File: src/rtl/bba_pkg.sv
// ----------------------------------------------------------------------------
// bba_pkg
// Shared types, constants and helper functions of the buddy block allocator.
// ----------------------------------------------------------------------------
package bba_pkg;

    // default parameter values
    localparam int POOL_ORDER_MAX_DEF = 16;
    localparam int MIN_ORDER_DEF      = 5;
    localparam int HEADER_BYTES_DEF   = 20;

    // pool order after reset, before clamping
    localparam int POOL_ORDER_RESET = 16;
    // distance from block start to payload
    localparam int PAYLOAD_SKIP     = 4;

    // header entry layout: start flag, busy flag, 5-bit order
    localparam int ORD_W   = 5;
    localparam int HDR_W   = 7;
    localparam int HDR_STA = 6;
    localparam int HDR_BSY = 5;

    // operation codes
    localparam logic OP_ALLOC = 1'b0;
    localparam logic OP_FREE  = 1'b1;

    typedef struct packed {
        logic        operation;
        logic [15:0] request_bytes;
        logic [15:0] free_offset;
    } in_t;

    typedef struct packed {
        logic             ok;
        logic [15:0]      payload_offset;
        logic [ORD_W-1:0] block_order;
    } out_t;

    // datapath commands
    typedef enum logic [3:0] {
        DP_NOP,
        DP_CLR,
        DP_LOAD,
        DP_NEXT,
        DP_TAKE,
        DP_SPLIT,
        DP_MARK,
        DP_RD_BUD,
        DP_MERGE,
        DP_FREE_DONE,
        DP_FAIL,
        DP_PUB
    } dp_op_t;

    typedef struct packed {
        dp_op_t op;
    } dp_cmd_t;

    typedef struct packed {
        logic bad;
        logic is_free;
        logic scan_fit;
        logic scan_bad;
        logic scan_end;
        logic split_more;
        logic slot_ok;
        logic at_top;
        logic bud_ok;
        logic clr_last;
    } dp_status_t;

    // clamp a written pool order into the legal range
    function automatic logic [ORD_W-1:0] clamp_order(logic [ORD_W-1:0] v, int lo, int hi);
        logic [ORD_W-1:0] r;
        r = v;
        if (int'(v) < lo) r = ORD_W'(lo);
        if (int'(v) > hi) r = ORD_W'(hi);
        return r;
    endfunction

    // smallest order whose block holds the request plus header
    function automatic logic [ORD_W-1:0] need_order(logic [15:0] req, int hdr, int lo);
        logic [17:0]      need;
        logic [ORD_W-1:0] k;
        need = 18'(req) + 18'(hdr);
        k    = '1;
        for (int i = 31; i >= lo; i--) begin
            if ((33'(1) << i) >= 33'(need)) k = ORD_W'(i);
        end
        return k;
    endfunction

endpackage

File: src/rtl/bba_ctrl.sv
// ----------------------------------------------------------------------------
// bba_ctrl
// Sequencer for clearing, allocate scan and split, free and buddy merge.
// ----------------------------------------------------------------------------
module bba_ctrl (
    input  logic                 aclk,
    input  logic                 aresetn,
    input  logic                 s_valid,
    output logic                 s_ready,
    output logic                 m_valid,
    input  logic                 m_ready,
    input  logic                 cfg_wr,
    input  logic                 cfg_valid,
    output bba_pkg::dp_cmd_t     cmd,
    input  bba_pkg::dp_status_t  st
);

    typedef enum logic [3:0] {
        S_CLEAR,
        S_IDLE,
        S_START,
        S_RD_SCAN,
        S_EV_SCAN,
        S_SPLIT,
        S_EV_SLOT,
        S_MERGE_CHK,
        S_EV_BUD,
        S_POST
    } state_t;

    state_t state_reg, state_next;
    logic   m_valid_reg, m_valid_next;

    // next state and command
    always_comb begin
        state_next = state_reg;
        cmd.op     = bba_pkg::DP_NOP;
        case (state_reg)
            S_CLEAR: begin
                cmd.op = bba_pkg::DP_CLR;
                if (st.clr_last) state_next = S_IDLE;
            end
            S_IDLE: begin
                if (s_valid && !cfg_valid) begin
                    cmd.op     = bba_pkg::DP_LOAD;
                    state_next = S_START;
                end
            end
            S_START: begin
                if (st.bad) begin
                    cmd.op     = bba_pkg::DP_FAIL;
                    state_next = S_POST;
                end else if (st.is_free) begin
                    state_next = S_EV_SLOT;
                end else begin
                    state_next = S_EV_SCAN;
                end
            end
            S_RD_SCAN: state_next = S_EV_SCAN;
            S_EV_SCAN: begin
                if (st.scan_bad) begin
                    cmd.op     = bba_pkg::DP_FAIL;
                    state_next = S_POST;
                end else if (st.scan_fit) begin
                    cmd.op     = bba_pkg::DP_TAKE;
                    state_next = S_SPLIT;
                end else if (st.scan_end) begin
                    cmd.op     = bba_pkg::DP_FAIL;
                    state_next = S_POST;
                end else begin
                    cmd.op     = bba_pkg::DP_NEXT;
                    state_next = S_RD_SCAN;
                end
            end
            S_SPLIT: begin
                if (st.split_more) begin
                    cmd.op = bba_pkg::DP_SPLIT;
                end else begin
                    cmd.op     = bba_pkg::DP_MARK;
                    state_next = S_POST;
                end
            end
            S_EV_SLOT: begin
                if (st.slot_ok) begin
                    cmd.op     = bba_pkg::DP_TAKE;
                    state_next = S_MERGE_CHK;
                end else begin
                    cmd.op     = bba_pkg::DP_FAIL;
                    state_next = S_POST;
                end
            end
            S_MERGE_CHK: begin
                if (st.at_top) begin
                    cmd.op     = bba_pkg::DP_FREE_DONE;
                    state_next = S_POST;
                end else begin
                    cmd.op     = bba_pkg::DP_RD_BUD;
                    state_next = S_EV_BUD;
                end
            end
            S_EV_BUD: begin
                if (st.bud_ok) begin
                    cmd.op     = bba_pkg::DP_MERGE;
                    state_next = S_MERGE_CHK;
                end else begin
                    cmd.op     = bba_pkg::DP_FREE_DONE;
                    state_next = S_POST;
                end
            end
            S_POST: begin
                if (!m_valid_reg || m_ready) begin
                    cmd.op     = bba_pkg::DP_PUB;
                    state_next = S_IDLE;
                end
            end
            default: state_next = S_CLEAR;
        endcase
        if (cfg_wr) state_next = S_CLEAR;
    end

    // output valid tracking
    always_comb begin
        m_valid_next = m_valid_reg;
        if (cmd.op == bba_pkg::DP_PUB) m_valid_next = 1'b1;
        else if (m_ready)              m_valid_next = 1'b0;
    end

    // state and registered outputs
    always_ff @(posedge aclk) begin
        if (!aresetn) begin
            state_reg   <= S_CLEAR;
            m_valid_reg <= 1'b0;
        end else begin
            state_reg   <= state_next;
            m_valid_reg <= m_valid_next;
        end
    end

    assign s_ready = (state_reg == S_IDLE) && !cfg_valid;
    assign m_valid = m_valid_reg;

    // a configuration write always starts a clearing sweep
    a_cfg_clears: assert property (@(posedge aclk) disable iff (!aresetn)
        cfg_wr |=> !s_ready)
        else $error("input taken straight after configuration write");

    // only one request in flight
    a_one_item: assert property (@(posedge aclk) disable iff (!aresetn)
        s_valid && s_ready |=> !s_ready)
        else $error("second request taken while busy");

    // a result is never published over one still waiting
    a_no_overwrite: assert property (@(posedge aclk) disable iff (!aresetn)
        (cmd.op == bba_pkg::DP_PUB) |-> (!m_valid_reg || m_ready))
        else $error("pending result overwritten");

    // the last sweep step leads to idle
    a_clear_end: assert property (@(posedge aclk) disable iff (!aresetn)
        (state_reg == S_CLEAR) && st.clr_last && !cfg_wr |=> (state_reg == S_IDLE))
        else $error("clearing sweep did not finish");

endmodule

File: config.mk
export PLATFORM = sky130hd
export DESIGN_NAME = bba_ctrl
export DESIGN_NICKNAME = d
export VERILOG_FILES = /design/src/rtl/bba_pkg.sv /design/src/rtl/bba_ctrl.sv
export SDC_FILE = /design/constraint.sdc
export NUM_CORES = 1
export LEC_CHECK = 0
export BUFFER_PORTS_ARGS = -buffer_cell sky130_fd_sc_hd__buf_2
export CORE_MARGIN = 5
export CORE_UTILIZATION = 40
export DETAILED_ROUTE_END_ITERATION = 7
export GPL_TIMING_DRIVEN = 1
export PLACE_DENSITY = 0.7
export SLEW_MARGIN = 25
export SYNTH_ARGS = -nofsm -noshare
export SYNTH_HDL_FRONTEND = slang
export SYNTH_SLANG_ARGS = --single-unit
File: constraint.sdc
create_clock -name aclk -period 1.2 [get_ports aclk]
set_input_delay 0.18 -clock aclk [delete_from_list [all_inputs] [get_ports aclk]]
set_output_delay 0.18 -clock aclk [all_outputs]
set_load 0.01 [all_outputs]
* Yosys cells after proc, flatten, opt, wreduce, memory -nomap -nowiden
Cells that the tools add are included.
** Storage, ports and cells
- Bits in registers :: 5
- Bits of input ports :: 16
- Output and inout port bits :: 6
** Cells by class
- Equality and inequality tests :: 14
- Multiplexer cells :: 26
- Bitwise logic cells :: 1
- Reduce and logical (&&, ||, !) cells :: 9
** Operator list (number)
- 4-bit two-way mux :: 17
- 4-bit one-hot mux with 10 select lines :: 1
- 4-bit one-hot mux with 9 select lines :: 1
- 4-bit by 3-bit equality test with 1-bit output (second input constant) :: 4
- 4-bit equality test (second input constant) :: 3
- 4-bit by 2-bit equality test with 1-bit output (second input constant) :: 2
- 2-bit inequality test (second input constant) :: 4
- 2-bit two-way mux :: 3
- 4-bit by 1-bit equality test with 1-bit output (second input constant) :: 1
- 4-bit zero test :: 1
- 1-bit two-way mux :: 4
- 4-bit AND reduction :: 1
- 1-bit logical AND :: 2
- 1-bit zero test :: 2
- 2-bit nonzero test :: 1
- 2-bit OR reduction :: 1
- 1-bit logical OR :: 1
- 1-bit inverter :: 1

* Logic depth before layout (Yosys ltp)
- Word-level depth :: 6
- Depth in mapped cells :: 6

* Worst setup path after synthesis
Ideal clock, no wire load.
- Kind :: reg-to-output
- Start point :: register state_reg[3]
- End point :: output cmd[0] in the netlist's numbering
- Arrival :: 1.253 ns
- Data required time :: 1.020 ns
- Slack :: -0.233 ns
- Cell stages (with the launch flop) :: 7
- Path buffers :: 1
- Path through :: dfxtp_1 buf_6 nand2b_4 or3_4 nor4_2 a21oi_1 o21ai_1
** RTL lines
- start, declared :: RTL line bba_ctrl.sv:31 : state_t state_reg, state_next;
- start signal, assigned :: RTL line bba_ctrl.sv:134 : state_reg <= state_next;
- end, declared :: RTL line bba_ctrl.sv:14 : output bba_pkg::dp_cmd_t cmd,

==> impl_metrics.json <==
{
  "finalCritPeriodShare": 1.43,
  "syn-num-nets": 102,
  "yosysMostFrequentCell": "a21oi_1",
  "cp_cell_sequence": "nand2b_4 -> or3_4 -> nor4_4 -> a21oi_1 -> o21ai_1 -> buf_2",
  "power_density_mw_per_mm2": 549,
  "internal_power_uw": 367,
  "synth_top_area_share": 0.174,
  "grt_setup_unrepaired": "true",
  "ioPinCount": 22,
  "drv_cap": 0,
  "drv_slew": 0,
  "core_sq_mm": 0.00133,
  "yosysWarnings": 0,
  "grt_max_degree": 18,
  "syn_inst": 86,
  "ir_worst_vdd_mv": 0.554,
  "gp_congestion": 0.857,
  "drtAntennaViolNets": 0,
  "start_util": 0.431,
  "stdcell_count": 147,
  "leakagePower_uw": 0.000448,
  "synth_top_cell_by_area": "dfxtp_1",
  "pwr-share-clk": 0.384,
  "fmaxAchievable_mhz": 582,
  "fp.dieW_um": 47.9,
  "clock_latency_ns": 0.25,
  "max_slew_margin": 0.750,
  "viasPerCell": 5.71,
  "min_period_ns": 1.72,
  "first_global_vias": 835,
  "cts_made_buffers": 3,
  "num_vias": 840,
  "fill_cells": 113,
  "clkSinkCount": 5,
  "clockBufferDepth": 2,
  "async_reset_ff_frac": 0,
  "synth_edf_count": 0,
  "rows": 13,
  "ys_types": 33,
  "finalWorstSetupSlack_ns": -0.518,
  "drt_iter0_drc": 41,
  "critPathKind": "reg2out",
  "antennaDiodeCount": 0,
  "crit_arrival_ns": 1.54,
  "violations": "setup timing",
  "cts_hold_buffers": 0,
  "antenna_found_initial": 0,
  "p_comb_frac": 0.300,
  "track_usage": 0.202,
  "grt_pass1_wl_um": 3260,
  "crit_path_start_kind": "register",
  "cts_tree": "done",
  "die_area_sq_mm": 0.00229,
  "nets": 149,
  "total_power_uw": 544,
  "synth_ff_type": "dfxtp_1",
  "die_y_um": 47.9,
  "ys_seq_area_frac": 0.174,
  "dpl.cell_count": 136,
  "wl_um": 2210,
  "finalInstanceArea_sq_um": 991,
  "dp_hpwl_um": 1450,
  "syn_area_sq_um": 574,
  "htree_num_levels": 1,
  "syn_to_final_growth_pct": 72.5,
  "cts-root-buf": "clkbuf_4",
  "worstPathMaxFanout": 4,
  "cp_slowest_cell": "or3_4",
  "avgRoutedWirePerCell_um": 15.0,
  "port_buffers": 21,
  "worst_clock_skew_ns": 0.00799,
  "finalSetupViolCount": 9,
  "synthTopCellsByArea": "dfxtp_1 (17%), a21oi_1 (10%), nor2b_1 (8.7%), nor2_1 (6.5%), nand3_1 (4.4%)",
  "multi_input_area_sq_um": 498,
  "setup.worst_path.end_class": "output port",
  "avgSynthCellArea_sq_um": 6.68,
  "synth-seq-cells": 5,
  "power_frac_seq": 0.317,
  "drive_gt1_frac": 0.515,
  "status": "finished, violations left",
  "p_sw_uw": 176,
  "clkTransAtPathRegs_ns": 0.05,
  "overflow": 0,
  "placed_cell_area_sq_um": 821,
  "regArea_sq_um": 109,
  "p_sw_frac": 0.324,
  "hold_violations": 0,
  "dr.pass1.iters": 4,
  "cpPeakStageDelay_ns": 0.36,
  "synthTopCellsByCount": "a21oi_1 (12), nor2_1 (10), nor2b_1 (8)",
  "tns_ns": -3.06,
  "tightestPinTransition_ns": 0.370,
  "hp-class": "in2reg",
  "largest_reg_flops": 4,
  "worstPathRequired_ns": 1.02,
  "route.detailed.drc": 0
}
cell type report:
| type | instances | area share |
|---|---|---|
| clock inverter | 1 | 0.00505 |
| tap | 15 | 0.0189 |
| multi-input combinational | 71 | 0.503 |
| timing repair buffer | 47 | 0.322 |
| inverter | 5 | 0.0189 |
| clock buffer | 3 | 0.0227 |
| sequential | 5 | 0.110 |
repair_timing:
action,in CTS,in global routing
buffers inserted,4,3
endpoints found under the setup margin,9,9
endpoints found under the hold margin,0,0
pin swaps,5,1
gates resized for setup,15,8
per-layer routing:
layer	wire, um	vias up	share of wire	track usage
met5	0	-	0	0
met4	76	0	0.034	0.151
met1	897	382	0.41	0.240
met3	145	8	0.066	0.0414
met2	1090	40	0.49	0.317
li1	-	410	-	-
logic make-up (layout without fill, tap and decap cells):
kind of cell    Yosys count  count (layout)  synth area share
compound gates           33              33             0.351
buf+inv                  10              56            0.0828
flops                     5               5             0.174
simple gates             38              38             0.392
power groups by stage:
stage                     clock, uW  combinational (uW)  sequential (uW)
after detailed placement          0                 131              178
after CTS                       217                 145              172
final                           209                 163              172
after floorplan                   0                63.3              176
after global placement            0                 129              178
after global routing            223                 177              172
layout by cell type (no fill, tap or decap), drive strengths merged, types with 2 or more instances in the layout:
cell | Yosys | layout
buf | 3 | 47
a21oi | 12 | 12
nor2 | 10 | 10
nor2b | 8 | 8
o21ai | 7 | 7
inv | 5 | 5
nand3 | 5 | 5
dfxtp | 5 | 5
a31oi | 3 | 3
nor3 | 3 | 3
clkbuf | 2 | 3
nand2b | 3 | 3
nor4 | 2 | 2
nand2 | 2 | 2
o22ai | 2 | 2
nor3b | 2 | 2
critical path: cells and delay by family, from the launching register on:
kind | cells | cell delay [ns]
compound gates | 2 | 0.16
buf+inv | 1 | 0.14
flops | 1 | 0.31
simple gates | 3 | 0.67
final timing paths:
| check | start | endpoint | slack, ns | cells after the start |
|---|---|---|---|---|
| setup / recovery | state_reg[3]$_SDFFE_PP0P_ | cmd[0] | -0.52 | 6 |
| hold / removal | aresetn | m_valid$_SDFFE_PN0P_ | 0.19 | 2 |
| hold reg to reg | m_valid$_SDFFE_PN0P_ | m_valid$_SDFFE_PN0P_ | 0.75 | 4 |
| setup reg to reg | state_reg[3]$_SDFFE_PP0P_ | state_reg[1]$_SDFFE_PP0P_ | -0.48 | 10 |
metrics by stage:
stage	hold slack, ns	util	setup slack (ns)
2_1_floorplan	0.308	-	-0.222
6_report	0.189	0.743	-0.518
3_5_place_dp	0.436	0.615	-0.278
4_1_cts	0.185	0.701	-0.507
3_3_place_gp	0.425	0.615	-0.224
5_1_grt	0.223	0.743	-0.576
Power figures use the tool's default switching activity.
